--- config.mk ---
export PLATFORM = sky130hd
export DESIGN_NAME = least_loaded_replica_picker_unit
export DESIGN_NICKNAME = d
export VERILOG_FILES = /design/src/rtl/core/llrp_pkg.sv /design/src/rtl/core/llrp_slot_mem.sv /design/src/rtl/core/llrp_ctrl.sv /design/src/rtl/core/least_loaded_replica_picker_unit.sv
export VERILOG_INCLUDE_DIRS = /design/src /design/src/rtl/core
export SDC_FILE = /design/constraint.sdc
export NUM_CORES = 1
export LEC_CHECK = 0
export BUFFER_PORTS_ARGS = -buffer_cell sky130_fd_sc_hd__buf_2
export CAP_MARGIN = 5
export CORE_ASPECT_RATIO = 1.25
export CORE_UTILIZATION = 65
export CTS_CLUSTER_SIZE = 40
export DETAILED_ROUTE_END_ITERATION = 6
export PLACE_DENSITY_LB_ADDON = 0.08
export SETUP_SLACK_MARGIN = 0.3
export SLEW_MARGIN = 10
export SYNTH_ARGS = -nofsm -noshare
export SYNTH_HDL_FRONTEND = slang
export SYNTH_SLANG_ARGS = --single-unit
export TNS_END_PERCENT = 50
--- constraint.sdc ---
create_clock -name clk -period 6.35 [get_ports clk]
set_input_delay 0.9525 -clock clk [delete_from_list [all_inputs] [get_ports clk]]
set_output_delay 0.9525 -clock clk [all_outputs]
set_load 0.05 [all_outputs]
--- src/rtl/core/least_loaded_replica_picker_unit_defines.svh ---
// Assertion macros for the replica picker.
`ifndef LEAST_LOADED_REPLICA_PICKER_UNIT_DEFINES_SVH
`define LEAST_LOADED_REPLICA_PICKER_UNIT_DEFINES_SVH

`ifndef SYNTHESIS
`define LLRP_ASSERT_IMPL(lbl, clk_s, rstn_s, ante, cons, msg) \
  lbl: assert property (@(posedge clk_s) disable iff (!rstn_s) (ante) |-> (cons)) \
    else $error(msg);
`define LLRP_ASSERT_NEXT(lbl, clk_s, rstn_s, ante, cons, msg) \
  lbl: assert property (@(posedge clk_s) disable iff (!rstn_s) (ante) |=> (cons)) \
    else $error(msg);
`else
`define LLRP_ASSERT_IMPL(lbl, clk_s, rstn_s, ante, cons, msg)
`define LLRP_ASSERT_NEXT(lbl, clk_s, rstn_s, ante, cons, msg)
`endif

`endif

--- src/rtl/core/llrp_pkg.sv ---
`default_nettype none
package llrp_pkg;

  localparam int ID_W          = 8;
  localparam int LOAD_W        = 16;
  localparam int REP_FIELDS    = 3;
  localparam int REP_IDX_W     = 2;
  localparam int SLOT_OUT_W    = 4;
  localparam int CFG_W         = 5;
  localparam int DEF_MAX_NODES = 16;
  localparam int DEF_REPLICAS  = 3;

  localparam logic CMD_WRITE  = 1'b0;
  localparam logic CMD_ASSIGN = 1'b1;

  localparam logic [LOAD_W-1:0] LOAD_MAX = '1;

  typedef struct packed {
    logic [ID_W-1:0]   node_id;
    logic [LOAD_W-1:0] load;
  } entry_t;

  typedef struct packed {
    logic rd_en;
    logic wr_en;
  } mem_ctl_t;

  typedef struct packed {
    logic                  valid;
    logic [REP_IDX_W-1:0]  chosen_replica;
    logic [SLOT_OUT_W-1:0] chosen_slot;
    logic                  no_match;
    logic                  was_assignment;
  } result_t;

endpackage
`default_nettype wire

--- src/rtl/core/llrp_slot_mem.sv ---
`default_nettype none
module llrp_slot_mem
  import llrp_pkg::*;
#(
  parameter int DEPTH = DEF_MAX_NODES,
  parameter int AW    = $clog2(DEF_MAX_NODES)
) (
  input  wire logic          clk,
  input  wire logic          rst_n,
  input  wire mem_ctl_t      ctl,
  input  wire logic [AW-1:0] rd_addr,
  input  wire logic [AW-1:0] wr_addr,
  input  wire entry_t        wr_data,
  output entry_t             rd_data
);

  entry_t             mem [DEPTH];
  logic [DEPTH-1:0]   written_r;
  entry_t             rd_raw_r;
  logic               rd_hit_r;

  // valid bits stand in for the all-zero reset of the table
  always_ff @(posedge clk) begin
    if (!rst_n) begin
      written_r <= '0;
      rd_hit_r  <= 1'b0;
    end else begin
      if (ctl.rd_en) begin
        rd_hit_r <= written_r[rd_addr];
      end
      if (ctl.wr_en) begin
        written_r[wr_addr] <= 1'b1;
      end
    end
  end

  always_ff @(posedge clk) begin
    if (ctl.rd_en) begin
      rd_raw_r <= mem[rd_addr];
    end
    if (ctl.wr_en) begin
      mem[wr_addr] <= wr_data;
    end
  end

  assign rd_data = rd_hit_r ? rd_raw_r : '0;

endmodule
`default_nettype wire

--- src/rtl/core/llrp_ctrl.sv ---
`default_nettype none
module llrp_ctrl
  import llrp_pkg::*;
#(
  parameter int MAX_NODES = DEF_MAX_NODES,
  parameter int REPLICAS  = DEF_REPLICAS,
  parameter int SLOT_W    = $clog2(DEF_MAX_NODES)
) (
  input  wire logic                  clk,
  input  wire logic                  rst_n,
  input  wire logic                  start,
  output logic                       busy,
  input  wire logic                  command,
  input  wire logic [SLOT_OUT_W-1:0] slot_index,
  input  wire logic [ID_W-1:0]       slot_node_id,
  input  wire logic [ID_W-1:0]       replica0_node,
  input  wire logic [ID_W-1:0]       replica1_node,
  input  wire logic [ID_W-1:0]       replica2_node,
  input  wire logic [CFG_W-1:0]      nodes_cfg,
  output mem_ctl_t                   mem_ctl,
  output logic [SLOT_W-1:0]          rd_addr,
  output logic [SLOT_W-1:0]          wr_addr,
  output entry_t                     wr_data,
  input  wire entry_t                rd_data,
  output result_t                    res
);

  localparam int CNT_W = $clog2(MAX_NODES + 1);
  localparam int REP_N = (REPLICAS < REP_FIELDS) ? REPLICAS : REP_FIELDS;

  typedef enum logic [2:0] {
    ST_IDLE = 3'b001,
    ST_SCAN = 3'b010,
    ST_FIN  = 3'b100
  } state_t;

  state_t            state_r, state_nxt;
  logic [CNT_W-1:0]  scan_len_r, scan_len_nxt;
  logic [CNT_W-1:0]  issue_r, issue_nxt;
  logic              pend_r, pend_nxt;
  logic [SLOT_W-1:0] cmp_slot_r, cmp_slot_nxt;
  logic              found_r, found_nxt;
  logic [SLOT_W-1:0] best_slot_r, best_slot_nxt;
  logic [REP_IDX_W-1:0] best_rep_r, best_rep_nxt;
  logic [LOAD_W-1:0] best_load_r, best_load_nxt;
  logic [ID_W-1:0]   best_id_r, best_id_nxt;
  logic [ID_W-1:0]   rep_r [REP_FIELDS];
  logic [ID_W-1:0]   rep_nxt [REP_FIELDS];
  result_t           res_r, res_nxt;

  logic              accept;
  logic              hit;
  logic [REP_IDX_W-1:0] hit_rep;

  assign busy    = (state_r != ST_IDLE);
  assign accept  = start && !busy;
  assign rd_addr = issue_r[SLOT_W-1:0];
  assign res     = res_r;

  // first replica whose node id matches the entry being compared
  always_comb begin
    hit     = 1'b0;
    hit_rep = '0;
    for (int r = REP_N - 1; r >= 0; r--) begin
      if (rep_r[r] == rd_data.node_id) begin
        hit     = 1'b1;
        hit_rep = REP_IDX_W'(r);
      end
    end
  end

  always_comb begin
    state_nxt     = state_r;
    scan_len_nxt  = scan_len_r;
    issue_nxt     = issue_r;
    pend_nxt      = pend_r;
    cmp_slot_nxt  = cmp_slot_r;
    found_nxt     = found_r;
    best_slot_nxt = best_slot_r;
    best_rep_nxt  = best_rep_r;
    best_load_nxt = best_load_r;
    best_id_nxt   = best_id_r;
    rep_nxt       = rep_r;
    res_nxt       = '0;
    mem_ctl       = '0;
    wr_addr       = '0;
    wr_data       = '0;

    unique case (state_r)
      ST_IDLE: begin
        if (accept) begin
          if (command == CMD_WRITE) begin
            mem_ctl.wr_en = (32'(slot_index) < MAX_NODES);
            wr_addr       = SLOT_W'(slot_index);
            wr_data       = '{node_id: slot_node_id, load: '0};
            res_nxt.valid = 1'b1;
          end else begin
            rep_nxt[0]   = replica0_node;
            rep_nxt[1]   = replica1_node;
            rep_nxt[2]   = replica2_node;
            scan_len_nxt = (int'(nodes_cfg) > MAX_NODES) ? CNT_W'(MAX_NODES)
                                                          : CNT_W'(nodes_cfg);
            issue_nxt    = '0;
            pend_nxt     = 1'b0;
            found_nxt    = 1'b0;
            state_nxt    = ST_SCAN;
          end
        end
      end
      ST_SCAN: begin
        // read of slot k overlaps the compare of slot k-1
        mem_ctl.rd_en = (issue_r < scan_len_r);
        if (mem_ctl.rd_en) begin
          issue_nxt = issue_r + 1'b1;
        end
        pend_nxt     = mem_ctl.rd_en;
        cmp_slot_nxt = issue_r[SLOT_W-1:0];
        if (pend_r && hit && (!found_r || rd_data.load < best_load_r)) begin
          found_nxt     = 1'b1;
          best_slot_nxt = cmp_slot_r;
          best_rep_nxt  = hit_rep;
          best_load_nxt = rd_data.load;
          best_id_nxt   = rd_data.node_id;
        end
        if (!mem_ctl.rd_en && !pend_r) begin
          state_nxt = ST_FIN;
        end
      end
      ST_FIN: begin
        mem_ctl.wr_en = found_r;
        wr_addr       = best_slot_r;
        wr_data       = '{node_id: best_id_r,
                          load: (best_load_r == LOAD_MAX) ? best_load_r
                                                          : best_load_r + 1'b1};
        res_nxt.valid          = 1'b1;
        res_nxt.was_assignment = 1'b1;
        res_nxt.no_match       = !found_r;
        if (found_r) begin
          res_nxt.chosen_replica = best_rep_r;
          res_nxt.chosen_slot    = SLOT_OUT_W'(best_slot_r);
        end
        state_nxt = ST_IDLE;
      end
      default: begin
        state_nxt = ST_IDLE;
      end
    endcase
  end

  always_ff @(posedge clk) begin
    if (!rst_n) begin
      state_r <= ST_IDLE;
      pend_r  <= 1'b0;
      found_r <= 1'b0;
      res_r   <= '0;
    end else begin
      state_r <= state_nxt;
      pend_r  <= pend_nxt;
      found_r <= found_nxt;
      res_r   <= res_nxt;
    end
  end

  always_ff @(posedge clk) begin
    scan_len_r  <= scan_len_nxt;
    issue_r     <= issue_nxt;
    cmp_slot_r  <= cmp_slot_nxt;
    best_slot_r <= best_slot_nxt;
    best_rep_r  <= best_rep_nxt;
    best_load_r <= best_load_nxt;
    best_id_r   <= best_id_nxt;
    rep_r       <= rep_nxt;
  end

endmodule
`default_nettype wire

--- src/rtl/core/least_loaded_replica_picker_unit.sv ---
// Write command: table written at the transfer, acknowledge strobed the next cycle; 1 item/cycle
//   while busy is low. Assign command: busy while it scans N = min(nodes_in_use, MAX_NODES) slots;
//   result strobed in the same cycle that busy drops, and the next start is taken in that cycle.
// The scan makes one slot-table read per slot, drains the read and compare, then writes back.
// Results cannot be stalled. Synchronous active-low reset: table and counters read as zero
//   (per-slot valid bits), nodes_in_use returns to 1, no result pending.
`default_nettype none
`include "least_loaded_replica_picker_unit_defines.svh"
module least_loaded_replica_picker_unit
  import llrp_pkg::*;
#(
  parameter int MAX_NODES = DEF_MAX_NODES,
  parameter int REPLICAS  = DEF_REPLICAS
) (
  input  wire logic                  clk,
  input  wire logic                  rst_n,
  input  wire logic                  start,
  output logic                       busy,
  input  wire logic                  in_command,
  input  wire logic [SLOT_OUT_W-1:0] in_slot_index,
  input  wire logic [ID_W-1:0]       in_slot_node_id,
  input  wire logic [ID_W-1:0]       in_replica0_node,
  input  wire logic [ID_W-1:0]       in_replica1_node,
  input  wire logic [ID_W-1:0]       in_replica2_node,
  output logic                       out_valid,
  output logic [REP_IDX_W-1:0]       out_chosen_replica,
  output logic [SLOT_OUT_W-1:0]      out_chosen_slot,
  output logic                       out_no_match,
  output logic                       out_was_assignment,
  input  wire logic                  cfg_valid,
  output logic                       cfg_ready,
  input  wire logic [CFG_W-1:0]      cfg_data
);

  localparam int SLOT_W = (MAX_NODES > 1) ? $clog2(MAX_NODES) : 1;

  logic [CFG_W-1:0]  nodes_in_use_r;
  mem_ctl_t          mem_ctl;
  logic [SLOT_W-1:0] rd_addr;
  logic [SLOT_W-1:0] wr_addr;
  entry_t            wr_data;
  entry_t            rd_data;
  result_t           res;

  assign cfg_ready = !busy;

  always_ff @(posedge clk) begin
    if (!rst_n) begin
      nodes_in_use_r <= CFG_W'(1);
    end else if (cfg_valid && cfg_ready) begin
      nodes_in_use_r <= cfg_data;
    end
  end

  llrp_ctrl #(
    .MAX_NODES (MAX_NODES),
    .REPLICAS  (REPLICAS),
    .SLOT_W    (SLOT_W)
  ) u_ctrl (
    .clk           (clk),
    .rst_n         (rst_n),
    .start         (start),
    .busy          (busy),
    .command       (in_command),
    .slot_index    (in_slot_index),
    .slot_node_id  (in_slot_node_id),
    .replica0_node (in_replica0_node),
    .replica1_node (in_replica1_node),
    .replica2_node (in_replica2_node),
    .nodes_cfg     (nodes_in_use_r),
    .mem_ctl       (mem_ctl),
    .rd_addr       (rd_addr),
    .wr_addr       (wr_addr),
    .wr_data       (wr_data),
    .rd_data       (rd_data),
    .res           (res)
  );

  llrp_slot_mem #(
    .DEPTH (MAX_NODES),
    .AW    (SLOT_W)
  ) u_mem (
    .clk     (clk),
    .rst_n   (rst_n),
    .ctl     (mem_ctl),
    .rd_addr (rd_addr),
    .wr_addr (wr_addr),
    .wr_data (wr_data),
    .rd_data (rd_data)
  );

  assign out_valid          = res.valid;
  assign out_chosen_replica = res.chosen_replica;
  assign out_chosen_slot    = res.chosen_slot;
  assign out_no_match       = res.no_match;
  assign out_was_assignment = res.was_assignment;

  `LLRP_ASSERT_NEXT(a_write_ack, clk, rst_n, start && !busy && in_command == CMD_WRITE, out_valid && !out_was_assignment, "write transfer not acknowledged")
  `LLRP_ASSERT_NEXT(a_assign_busy, clk, rst_n, start && !busy && in_command == CMD_ASSIGN, busy && !out_valid, "assign transfer did not start a scan")
  `LLRP_ASSERT_IMPL(a_assign_after_scan, clk, rst_n, out_valid && out_was_assignment, $past(busy), "assign result without a scan")
  `LLRP_ASSERT_IMPL(a_no_match_clean, clk, rst_n, out_valid && out_no_match, out_chosen_slot == '0 && out_chosen_replica == '0 && out_was_assignment, "no-match result carries a selection")

endmodule
`default_nettype wire

# Word level (Yosys, flattened, before mapping)
# Memory sizes are Yosys's and may differ from the RTL's. A register that Yosys moved wholly into a read port is not among the register bits.
# Cells that the tools add are included.
[classes] n_addsub=2 order_cmp=6 n_eq_ne=13 bitwise=1 muxes=38 reduce_logical=21
[op_table] operator="two-way mux 24 bit" n=3
[op_table] operator="one-hot mux 24 bit (2 select lines)" n=1
[op_table] operator="== test 8 bit" n=3
[op_table] operator="adder 16 x 1 -> 16 bit (second input constant)" n=1
[op_table] operator="== test 16 bit (second input constant)" n=1
[op_table] operator="less-than comparator 16 bit" n=1
[op_table] operator="two-way mux 16 bit" n=1
[op_table] operator="OR 16 bit" n=1
[op_table] operator="two-way mux 1 bit" n=15
[op_table] operator="two-way mux 5 bit" n=3
[op_table] operator="AND reduction 3 bit" n=4
[op_table] operator="less-than comparator 4 x 5 -> 1 bit (second input constant)" n=2
[op_table] operator="one-hot mux 5 bit (2 select lines)" n=1
[op_table] operator="two-way mux 3 bit" n=3
[op_table] operator="two-way mux 4 bit" n=2
[op_table] operator="!= test 2 x 1 -> 1 bit (second input constant)" n=4
[op_table] operator="one-hot mux 1 bit (2 select lines)" n=4
[op_table] operator="one-hot mux 4 bit (2 select lines)" n=1
[op_table] operator="AND reduction 4 bit" n=2
[op_table] operator="logical AND 1 bit" n=6
[op_table] operator="one-hot mux 3 bit (2 select lines)" n=1
[op_table] operator="adder 5 x 1 -> 5 bit (second input constant)" n=1
[op_table] operator="greater-than comparator 5 bit (second input constant)" n=1
[op_table] operator="less-than comparator 5 bit" n=1
[op_table] operator="other kinds (14)" n=18
[totals] output_inout_bits=11 mem_count=1 regBits=104 wordCells=104 mem_bits_rw=384
[memory_table] memory="u_mem.mem" depth=16 width=24 read_ports=1 rd_ports_with_merged_regs=1 wr=1 line_no="llrp_slot_mem.sv:17" source="entry_t mem [DEPTH];"

# Longest topological paths before layout
[depth] word_depth=10 mapped_depth=10 mapped_depth_nobuf=7

# By module
# A second synthesis with hierarchy kept.
[unflattened] cells_unflattened=1006 hier_area_um2=20174.3
[by_module_without_submodules] mod="llrp_slot_mem" area_each_um2=16000.3 instances=1 cells_each=657
[by_module_without_submodules] mod="llrp_ctrl" area_each_um2=3951.3 instances=1 cells_each=325
[by_module_without_submodules] mod="least_loaded_replica_picker_unit" area_each_um2=222.7 instances=1 cells_each=24

# Worst setup path after synthesis
# No wires, ideal clock.
[synth_path] path_kind="flip-flop to flip-flop" from="register u_ctrl.state_r[0]" to="register u_ctrl.issue_r[0] (enable)" n_path_buf=1 setup_slack_ns=2.669 synth_period_minus_slack_ns=3.681 setup_ns=0.351 stages_incl_launch_ff=6 t_arrival_ns=3.330 path_cell_list="dfxtp_1 > nor3b_1 > and3_1 > clkbuf_1 > nor2_1 > a21oi_1"
[synth_between] elab_chain_len=5 word_cells_on_any_way=10 cone_classes="eq/ne: 6; reduce/logical: 4"
[synth_lines] element="from (decl)" line_no="llrp_ctrl.sv:37" source="state_t state_r, state_nxt;"
[synth_lines] element="from (signal assigned)" line_no="llrp_ctrl.sv:157" source="state_r <= state_nxt;"
[synth_lines] element="!= test 3 x 1 -> 1 bit" line_no="llrp_ctrl.sv:55" source="assign busy = (state_r != ST_IDLE);"
[synth_lines] element="logical NOT 1 bit"
[synth_lines] element="net cfg_ready" line_no="least_loaded_replica_picker_unit.sv:31" source="output logic cfg_ready,"
[synth_lines] element="logical AND 1 bit" line_no="llrp_ctrl.sv:56" source="assign accept = start && !busy;"
[synth_lines] element="!= test 2 x 1 -> 1 bit (no line)"
[synth_lines] element="AND reduction 4 bit (no line)"
[synth_lines] element="to (signal assigned)" line_no="llrp_ctrl.sv:166" source="issue_r <= issue_nxt;"
[synth_lines] element="to (decl)" line_no="llrp_ctrl.sv:39" source="logic [CNT_W-1:0] issue_r, issue_nxt;"
# The timed path passes the listed nets, and every way through them passes these cells.
# A chain may end at the register's enable or synchronous reset.

# Worst setup path after layout
[layout_path] from="input in_command" to="memory u_mem.mem[10][18] (netlist name) (enable)"
[layout_between] elab_chain_len=5 word_cells_on_any_way=8 cone_classes="mux: 8"
[layout_lines] element="from (decl)" line_no="least_loaded_replica_picker_unit.sv:19" source="input wire logic in_command,"
[layout_lines] element="two-way mux 1 bit" line_no="llrp_ctrl.sv:92" source="if (command == CMD_WRITE) begin"
[layout_lines] element="two-way mux 1 bit" line_no="llrp_ctrl.sv:91" source="if (accept) begin"
[layout_lines] element="one-hot mux 1 bit (2 select lines)" line_no="llrp_ctrl.sv:89" source="unique case (state_r)"
[layout_lines] element="two-way mux 1 bit" line_no="llrp_slot_mem.sv:41" source="if (ctl.wr_en) begin"
[layout_lines] element="two-way mux 1 bit (implied by the code)" line_no="llrp_slot_mem.sv:42" source="mem[wr_addr] <= wr_data;"
[layout_lines] element="to (decl)" line_no="llrp_slot_mem.sv:17"
# Several ways; a longest one is shown, not always the timed one.

==> impl_metrics.env <==
export IMPL_fill_cells=1858
export IMPL_clkLatencyLatePin_ps=570
export IMPL_synth_edf_count=476
export IMPL_yosys_cell_count_top_type="edfxtp_1"
export IMPL_status="finished clean"
export IMPL_synth_compound_area_share_pct=6.83
export IMPL_required_ps=6540
export IMPL_routedWlPerCell_um=25.1
export IMPL_p_total_mw=6.73
export IMPL_grt_usage_pct=27.7
export IMPL_ys_warnings_count=0
export IMPL_synthSimpleGateAreaFrac_pct=5.62
export IMPL_synth_adder_area_share_pct=1.27
export IMPL_numPortBuffers=56
export IMPL_cts_tree="done"
export IMPL_rows=72
export IMPL_num_antenna_cells=0
export IMPL_synthDistinctLibCells=58
export IMPL_synth_top_family_by_area="multiplexers"
export IMPL_wirelength_um=43300
export IMPL_setup_viol=0
export IMPL_worst_path_max_fanout=25
export IMPL_finClkSkew_ps=17.4
export IMPL_report_final_slew_viol_count=0
export IMPL_cts_root_buf="clkbuf_16"
export IMPL_fin_crit_sh_pct=54.6
export IMPL_maxSlewHeadroom_pct=15.5
export IMPL_ir_drop_mv=0.244
export IMPL_holdBufCountCts=0
export IMPL_startpoint_type="input port"
export IMPL_fin_setup_tns_ps=0
export IMPL_clock_sink_count=512
export IMPL_synth_top_area_share_pct=69.3
export IMPL_hold_class="register to register"
export IMPL_crit_arrival_ps=3660
export IMPL_post_drt_via_cell_ratio=6.48
export IMPL_vias=11200
export IMPL_powerDensity_nw_per_um2=293
export IMPL_syn_area_um2=20600
export IMPL_htreeDepth=2
export IMPL_post_cts_setup_buffer_count=0
export IMPL_final_hold_viol_count=0
export IMPL_synthMuxAreaShare_pct=10.7
export IMPL_synth_area_leader_cell="edfxtp_1"
export IMPL_ys_async_sr_fraction_pct=0
export IMPL_grt_pass1_vias=11200
export IMPL_antenna_left=0
export IMPL_max_slew_worst_pin_slew_ps=1260
export IMPL_startpoint="in_command"
export IMPL_p_leak_nw=7.23
export IMPL_crit_type="input port to register"
export IMPL_clock_path_buffers=3
export IMPL_drt_iter0_markers=1216
export IMPL_netlist_top_cells_count="476 x edfxtp_1, 107 x mux2i_1, 52 x nor2_1"
export IMPL_dieWidth_um=161
export IMPL_nets=1345
export IMPL_dpl_hpwl_um=27400
export IMPL_route_detailed_drc=0
export IMPL_overflow=0
export IMPL_whs_ps=427
export IMPL_dr_pass1_iters=5
export IMPL_area_growth_pct=11.4
export IMPL_end_kind="register"
export IMPL_io_pins=57
export IMPL_synth_xor_area_share_pct=0.935
export IMPL_cts_inserted_buffers=48
export IMPL_min_period_ps=3470
export IMPL_fp_dieArea_um2=32400
export IMPL_synth_seq_area_share_pct=72.8
export IMPL_syn_inst=1220
export IMPL_synth_area_leaders="edfxtp_1 69%, mux4_2 5.5%, mux2i_1 5.2%"
export IMPL_die_h_um=201
export IMPL_max_cap_viol_count=0
export IMPL_fmax_mhz=288
export IMPL_gp_congestion=0.890
export IMPL_r2r_start="u_mem.rd_hit_r"
export IMPL_ys_flop_type="edfxtp_1"
export IMPL_mappedNetlistNets=1287
export IMPL_grt_max_degree=111
export IMPL_min_delay_start="u_ctrl.cmp_slot_r[2]"
export IMPL_antenna_found_initial=0
export IMPL_initial_utilization_pct=66.3
export IMPL_avgSynthCellArea_um2=16.9
export IMPL_clkTransAtPathRegs_ps=60
export IMPL_rsz0062_at_grt="no"
export IMPL_core_um2=31100
export IMPL_post_cts_resized=0
export IMPL_grt_pass1_wl_um=66500
export IMPL_drive_gt1_share_pct=17.9
export IMPL_synth_seq_cells=512
## kinds of logic (layout without fill, tap and decap cells)
family,Yosys count,in the layout
flip-flops,512,512
AND/OR/NAND/NOR,220,220
AO/OA/AOI/OAI,198,198
multiplexers,157,157
buffers and inverters,90,186
XOR/XNOR,22,22
adder cells (fa/ha/maj),21,21
## per-stage QoR
step	instance area [um^2]	std cells	setup slack (ps)	util, %
3_3_place_gp	21400	1635	2420	68.9
5_1_grt	23000	1723	2700	73.9
3_5_place_dp	21400	1635	2320	68.9
2_1_floorplan	20600	1220	2670	-
6_report	23000	1723	2880	73.9
4_1_cts	23000	1723	2520	73.8
## worst max-delay path, stage by stage
cell and delay [ps]:
buf_2 120, nor4b_2 280, and2_1 650, a22oi_1 170, nand4b_1 600, nor2_4 860
## per-layer routing
| metal | GRT usage [%] | wire (um) |
|---|---|---|
| met2 | 44.7 | 21100 |
| met5 | 0 | 0 |
| met1 | 39.8 | 17900 |
| met4 | 7.51 | 904 |
| met3 | 4.31 | 3390 |
## final timing paths
| path | to | slack (ps) | cells past startpoint |
|---|---|---|---|
| setup / recovery | u_mem.mem[10][18] | 2880 | 6 |
| hold / removal | u_ctrl.best_slot_r[2] | 430 | 0 |
| setup reg to reg | u_ctrl.best_load_r[1] | 2880 | 7 |
| hold reg to reg | u_ctrl.best_slot_r[2] | 430 | 0 |
## registers in the layout, indices dropped and copies added (netlist names)
| signal | count |
|---|---|
| u_ctrl.found_r | 1 |
| u_ctrl.cmp_slot_r | 4 |
| u_ctrl.best_slot_r | 4 |
| u_ctrl.pend_r | 1 |
| u_ctrl.best_load_r | 16 |
| nodes_in_use_r | 5 |
| u_mem.mem | 384 |
| u_mem.rd_hit_r | 1 |
| u_ctrl.state_r | 3 |
| u_ctrl.scan_len_r | 5 |
| u_ctrl.best_id_r | 8 |
| u_mem.written_r | 16 |
| u_mem.rd_raw_r | 24 |
| u_ctrl.issue_r | 5 |
| u_ctrl.best_rep_r | 2 |
| u_ctrl.rep_r | 24 |
| u_ctrl.res | 9 |
## cell type report
cell class	instances	area [um^2]	share of cell area (%)
multi-input combinational	618	5370	23.4
clock inverter	34	314	1.37
clock buffer	54	1230	5.37
inverter	25	93.8	0.409
tap	407	509	2.22
sequential	512	15000	65.4
timing repair buffer	73	420	1.83
## report_power, final
| part | total, mW | switching, mW | internal, mW |
|---|---|---|---|
| combinational | 0.229 | 0.145 | 0.0836 |
| sequential | 3.70 | 0.0178 | 3.69 |
| clock | 2.80 | 1.19 | 1.61 |
## layout by cell type, fill, tap and decap left out, drive strengths merged, types with 26 or more instances in the layout
cell    synthesis  routed
edfxtp        476     476
mux2i         107     107
buf            32      73
clkbuf         33      54
nor2           53      53
nand2          52      52
a221oi         50      50
mux4           50      50
o21ai          41      41
dfxtp          36      36
and2           35      35
a22oi          28      28
clkinv          2      26
Note: power is estimated with default switching activity, not from simulation.
